===== src/rtl/pimt_pkg.sv =====
package pimt_pkg;

    localparam int NUM_MUTEXES = 16;
    localparam int MAX_TASKS   = 32;
    localparam int PRIO_BITS   = 5;
    localparam int HOLD_BITS   = 8;

    localparam int H_W    = $clog2(NUM_MUTEXES);
    localparam int Q_W    = $clog2(MAX_TASKS);
    localparam int LEN_W  = $clog2(MAX_TASKS + 1);
    localparam int ENT_W  = 5 + PRIO_BITS;
    localparam int ADDR_W = H_W + Q_W;
    localparam int MEM_D  = NUM_MUTEXES * MAX_TASKS;

    localparam logic [HOLD_BITS-1:0] HOLD_MAX = {HOLD_BITS{1'b1}};

    typedef enum logic [1:0] {
        K_CREATE  = 2'd0,
        K_LOCK    = 2'd1,
        K_UNLOCK  = 2'd2,
        K_DESTROY = 2'd3
    } kind_t;

    typedef enum logic [3:0] {
        ST_OK         = 4'd0,
        ST_BAD_HANDLE = 4'd1,
        ST_NOT_CREATED = 4'd2,
        ST_POOL_FULL  = 4'd3,
        ST_IN_INTR    = 4'd4,
        ST_SUSPENDED  = 4'd5,
        ST_TRY_FAILED = 4'd6,
        ST_UNHELD     = 4'd7,
        ST_NOT_OWNER  = 4'd8,
        ST_HAS_WAITERS = 4'd9,
        ST_HELD       = 4'd10,
        ST_BLOCKED    = 4'd11,
        ST_NEST_LIMIT = 4'd12
    } status_t;

    // Command after front-end screening; bad-handle commands come through with
    // bad_handle set and are answered without touching the table.
    typedef struct packed {
        logic [1:0]           kind;
        logic [H_W-1:0]       handle;
        logic [4:0]           task_id;
        logic [PRIO_BITS-1:0] prio;
        logic                 may_wait;
        logic                 in_interrupt;
        logic                 sched_suspended;
        logic                 bad_handle;
    } cmd_t;

    typedef struct packed {
        logic [3:0]           status;
        logic [3:0]           new_handle;
        logic                 prio_change_valid;
        logic [4:0]           prio_change_task;
        logic [4:0]           prio_change_value;
        logic                 wake_valid;
        logic [4:0]           wake_task;
    } result_t;

endpackage


===== src/rtl/pimt_if.sv =====
interface pimt_cmd_if (input logic clk);
    logic       valid;
    logic       ready;
    logic [1:0] kind;
    logic [7:0] handle;
    logic [4:0] task_id;
    logic [4:0] task_priority;
    logic       may_wait;
    logic       in_interrupt;
    logic       sched_suspended;

    modport source (output valid, kind, handle, task_id, task_priority, may_wait,
                    in_interrupt, sched_suspended, input ready);
    modport sink (input valid, kind, handle, task_id, task_priority, may_wait,
                  in_interrupt, sched_suspended, output ready);
endinterface



===== src/rtl/pimt_front.sv =====
module pimt_front (
    input  logic                clk,
    input  logic                rst_n,
    pimt_cmd_if.sink            cmd,
    output logic                q_valid,
    output pimt_pkg::cmd_t      q_cmd,
    input  logic                q_pop
);
    // Two-entry queue between screening and execution.
    pimt_pkg::cmd_t fifo_reg [2];
    logic [1:0]     count_reg;
    logic           rd_reg;
    logic           wr_reg;
    pimt_pkg::cmd_t cmd_in;
    logic           push;

    assign cmd.ready = (count_reg != 2'd2);
    assign push      = cmd.valid && cmd.ready;
    assign q_valid   = (count_reg != 2'd0);
    assign q_cmd     = fifo_reg[rd_reg];

    always_comb
    begin
        cmd_in.kind            = cmd.kind;
        cmd_in.handle          = cmd.handle[pimt_pkg::H_W-1:0];
        cmd_in.task_id         = cmd.task_id;
        cmd_in.prio            = cmd.task_priority[pimt_pkg::PRIO_BITS-1:0];
        cmd_in.may_wait        = cmd.may_wait;
        cmd_in.in_interrupt    = cmd.in_interrupt;
        cmd_in.sched_suspended = cmd.sched_suspended;
        cmd_in.bad_handle      = (cmd.kind != pimt_pkg::K_CREATE) &&
                                 (cmd.handle >= 8'(pimt_pkg::NUM_MUTEXES));
    end

    always_ff @(posedge clk)
    begin
        if (push)
        begin
            fifo_reg[wr_reg] <= cmd_in;
        end
    end

    always_ff @(posedge clk or negedge rst_n)
    begin
        if (!rst_n)
        begin
            count_reg <= 2'd0;
            rd_reg    <= 1'b0;
            wr_reg    <= 1'b0;
        end
        else
        begin
            if (push)
            begin
                wr_reg <= ~wr_reg;
            end
            if (q_pop)
            begin
                rd_reg <= ~rd_reg;
            end
            count_reg <= count_reg + {1'b0, push} - {1'b0, q_pop};
        end
    end

    assert property (@(posedge clk) disable iff (!rst_n) q_pop |-> q_valid)
        else $error("pop from empty queue");
    assert property (@(posedge clk) disable iff (!rst_n) count_reg != 2'd3)
        else $error("queue overflow");
    assert property (@(posedge clk) disable iff (!rst_n)
                     (count_reg == 2'd2 && !q_pop) |=> count_reg == 2'd2)
        else $error("queue lost an entry");
endmodule


===== src/flat_wrapper.sv =====
// flat-port wrapper written by rule: the top's interface ports become plain ports
module pimt_front_flat 
  (clk, rst_n, q_valid, q_cmd, q_pop, cmd_valid, cmd_kind, cmd_handle, cmd_task_id, cmd_task_priority, cmd_may_wait, cmd_in_interrupt, cmd_sched_suspended, cmd_ready);
  pimt_cmd_if cmd_i (.clk(clk));
  input  logic clk;
  input  logic rst_n;
  output logic q_valid;
  output pimt_pkg::cmd_t q_cmd;
  input  logic q_pop;
  input wire logic [$bits(cmd_i.valid)-1:0] cmd_valid;
  input wire logic [$bits(cmd_i.kind)-1:0] cmd_kind;
  input wire logic [$bits(cmd_i.handle)-1:0] cmd_handle;
  input wire logic [$bits(cmd_i.task_id)-1:0] cmd_task_id;
  input wire logic [$bits(cmd_i.task_priority)-1:0] cmd_task_priority;
  input wire logic [$bits(cmd_i.may_wait)-1:0] cmd_may_wait;
  input wire logic [$bits(cmd_i.in_interrupt)-1:0] cmd_in_interrupt;
  input wire logic [$bits(cmd_i.sched_suspended)-1:0] cmd_sched_suspended;
  output wire logic [$bits(cmd_i.ready)-1:0] cmd_ready;
  assign cmd_i.valid = cmd_valid;
  assign cmd_i.kind = cmd_kind;
  assign cmd_i.handle = cmd_handle;
  assign cmd_i.task_id = cmd_task_id;
  assign cmd_i.task_priority = cmd_task_priority;
  assign cmd_i.may_wait = cmd_may_wait;
  assign cmd_i.in_interrupt = cmd_in_interrupt;
  assign cmd_i.sched_suspended = cmd_sched_suspended;
  assign cmd_ready = cmd_i.ready;
  pimt_front u_core (.clk(clk), .rst_n(rst_n), .cmd(cmd_i), .q_valid(q_valid), .q_cmd(q_cmd), .q_pop(q_pop));
endmodule

===== config.mk =====
export PLATFORM = sky130hd
export DESIGN_NAME = pimt_front_flat
export DESIGN_NICKNAME = d
export VERILOG_FILES = /design/src/rtl/pimt_pkg.sv /design/src/rtl/pimt_if.sv /design/src/rtl/pimt_front.sv /design/src/flat_wrapper.sv
export SDC_FILE = /design/constraint.sdc
export NUM_CORES = 1
export LEC_CHECK = 0
export BUFFER_PORTS_ARGS = -buffer_cell sky130_fd_sc_hd__buf_2
export CAP_MARGIN = 20
export CORE_UTILIZATION = 33
export CTS_CLUSTER_SIZE = 16
export DETAILED_ROUTE_END_ITERATION = 6
export GPL_TIMING_DRIVEN = 0
export PLACE_DENSITY = 0.62
export SYNTH_ARGS = -nofsm -noshare
export SYNTH_HDL_FRONTEND = slang
export SYNTH_SLANG_ARGS = --single-unit

===== constraint.sdc =====
create_clock -name clk -period 2.5 [get_ports clk]
set_clock_uncertainty 0.2 [all_clocks]
set_input_delay 0.375 -clock clk [delete_from_list [all_inputs] [get_ports clk]]
set_output_delay 0.375 -clock clk [all_outputs]
set_load 0.005 [all_outputs]

==> metrics <==
final hold slack=0.0653 ns; PwrDens=1100 mW/mm^2; post-synth top area cell=edfxtp_1; share of layout cells above drive strength 1=56.7%; fmax=0.515 GHz; Worst setup EP type=flop; Final Hold Fails=0; Worst Path Required=2.21 ns; Max Cap Violations=0; Final period util=77.7%; worst path buffer plus inverter count=0; dpl ws=0.528 ns; CP Launch Point=u_core.count_reg[1]$_DFF_PN0_; first-pass GRT wire length=4060 um; Mapped Area=0.00173 mm^2; post-synthesis sequential area ratio=75.1%; worst-path cell chain=nand2b_1 > and3_1; Die Width=74.4 um; Net count, final=169; syn_area_per_cell=20.9 um^2; ys flop type=edfxtp_1; crit-path max cell delay=0.82 ns; setup tns final=0 ns; post-route ant nets=0; fin area=0.00221 mm^2; H-Tree Depth=2; Worst Max-Slew Pin Slew=0.977 ns; area grow syn2layout=27.7%; FILL cells=484; leak pwr=0.910 nW; Iteration-0 DRC Markers=27; DR WL/cell=13.3 um; Area contributors post-synth=edfxtp_1 (69%), mux2_4 (16%), dfrtp_1 (5.8%); Final setup viols=0; final WL=2810 um; slowest cell on the critical path=and3_1; Initial Utilization=34.1%; min Tclk post-route=1.94 ns; worst setup path endpoint=u_core.fifo_reg[1][12]$_DFFE_PP_; DP Area=0.00209 mm^2; r2r endpoint=u_core.fifo_reg[1][12]$_DFFE_PP_; largest net degree at the start of global routing=21; io pins=49; status=finished, final reports clean; total die area=0.00554 mm^2; Mapped Cells=83; Hold Crit Class=in -> reg; fin. max-slew vios=0; EDFF count, synth=40; GPL Wtd Cong=0.711; Syn Nets=112; CP delay by family, top=simple AND/OR/NAND/NOR gates; RSZ-0062 raised after global routing=no; Core Rows=26; DRT Pass-1 Iters=4; asr flop ratio synth=9.09%; worst setup margin=0.559 ns; Synth top cells by count=edfxtp_1 (40), mux2_4 (19), dfrtp_1 (4); HPWL after DPL=2010 um; R2R setup slack=0.56 ns; Num CTS Buffers=5; chip height=74.4 um; Worst setup SP type=flop; Max Fanout on Critical Path=20; Yosys reg bits=44; Root Buffer=clkbuf_8; CTS Buffer Depth=2; vias in the first global route=906; reg2reg start=u_core.count_reg[1]$_DFF_PN0_; CTS sink count=44; Worst slew margin=34.9%; Netlist cell types=15; critical path class=reg -> reg; CTS tree=built; most frequent cell after synthesis=edfxtp_1; buffers added on ports=48; Largest register FFs=40; antenna violations before repair=0; Core ar.=0.00507 mm^2; GRT Total Usage=10.1%; maximum VDD drop=0.393 mV; setup bufs post-CTS=0; Residual DRC=0; overall via count from detail_route=892; Reg clk slew, reported paths=0.08 ns; global route overflow=0; share of the synthesized area in the top cell type=69.4%; CP arrival=1.66 ns; # diodes=0; multi-input logic area=399 um^2; Register Area=0.00130 mm^2; yosys warns=0; vias per cell=4.23; number of cells on the critical path=2; Skew-Pair Late Insertion Delay=0.29 ns; R2R depth=2
-- cells in the final DEF (no fill, tap or decap) --
master and n:
nand2_1 1, ha_1 2, nor4_1 1, buf_2 48, edfxtp_1 40, clkinv_4 1, nor2_2 1, dlygate4sd3_1 1
nor2_1 2, or2_2 1, clkinv_1 1, dfrtp_1 4, nand2b_1 1, mux2_2 1, bufinv_16 1, inv_1 3
buf_6 2, xnor2_1 3, clkbuf_8 5, buf_16 1, mux2_4 19, and3_1 1, xor2_1 1
-- worst min-delay path by stage --
stage,from,endpoint,cells past startpoint
5_1_grt,cmd_task_priority[1],u_core.fifo_reg[1][5]$_DFFE_PP_,1
3_5_place_dp,rst_n,u_core.rd_reg$_DFFE_PN0P_,1
6_report,cmd_task_priority[1],u_core.fifo_reg[0][5]$_DFFE_PP_,1
3_3_place_gp,rst_n,u_core.wr_reg$_DFFE_PN0P_,1
2_1_floorplan,rst_n,u_core.count_reg[0]$_DFF_PN0_,0
4_1_cts,cmd_task_priority[1],u_core.fifo_reg[0][5]$_DFFE_PP_,1
-- cell families (layout without fill, tap and decap cells) --
group                    Yosys count  in the layout  share of synthesized area [%]
flip-flops                        44             44                           75.1
buffers and inverters              5             63                           1.95
adder cells (fa/ha/maj)            2              2                           1.44
XOR/XNOR                           4              4                           2.02
multiplexers                      20             20                           17.1
AND/OR/NAND/NOR                    8              8                           2.31
-- per-stage QoR --
step                      total power, mW  utilization, %  cells
after floorplan                      1.62               -     83
after global placement               1.87            40.6    201
after detailed placement             1.94            41.2    202
after CTS                            2.48            43.6    211
after global routing                 2.57            43.6    211
final                                2.43            43.6    211
-- final cells by class --
type                            instances  area share [%]
Timing Repair Buffer                   50            12.6
Tap cell                               70            3.96
Clock buffer                            5            3.11
Buffer                                  2            1.02
Multi-Input combinational cell         34            18.1
Sequential cell                        44            58.9
Clock inverter                          3            1.92
Inverter                                3           0.509
-- timing repair --
action,in CTS,in global routing
endpoints found under the hold margin,4,0
resized for setup,0,0
setup endpoints to repair,0,0
hold buffers,1,0
-- metal layers --
layer	routed length (um)	global-route usage, %	vias to the layer above
met5	0	0	-
met3	132	4.07	5
met2	1510	18.6	33
met4	29	3.14	0
met1	1130	10.5	427
li1	-	-	427
-- report_power, final --
| group | total, mW | switching (mW) | internal (mW) |
|---|---|---|---|
| Sequential | 1.08 | 0.0651 | 1.01 |
| Combinational | 0.823 | 0.353 | 0.470 |
| Clock | 0.530 | 0.234 | 0.296 |
-- worst reg2reg max path, cell delays in order (launching register included) --
cell,delay [ns]
dfrtp_1,0.41
nand2b_1,0.13
and3_1,0.82
Note: power is estimated with default switching activity, not from simulation.
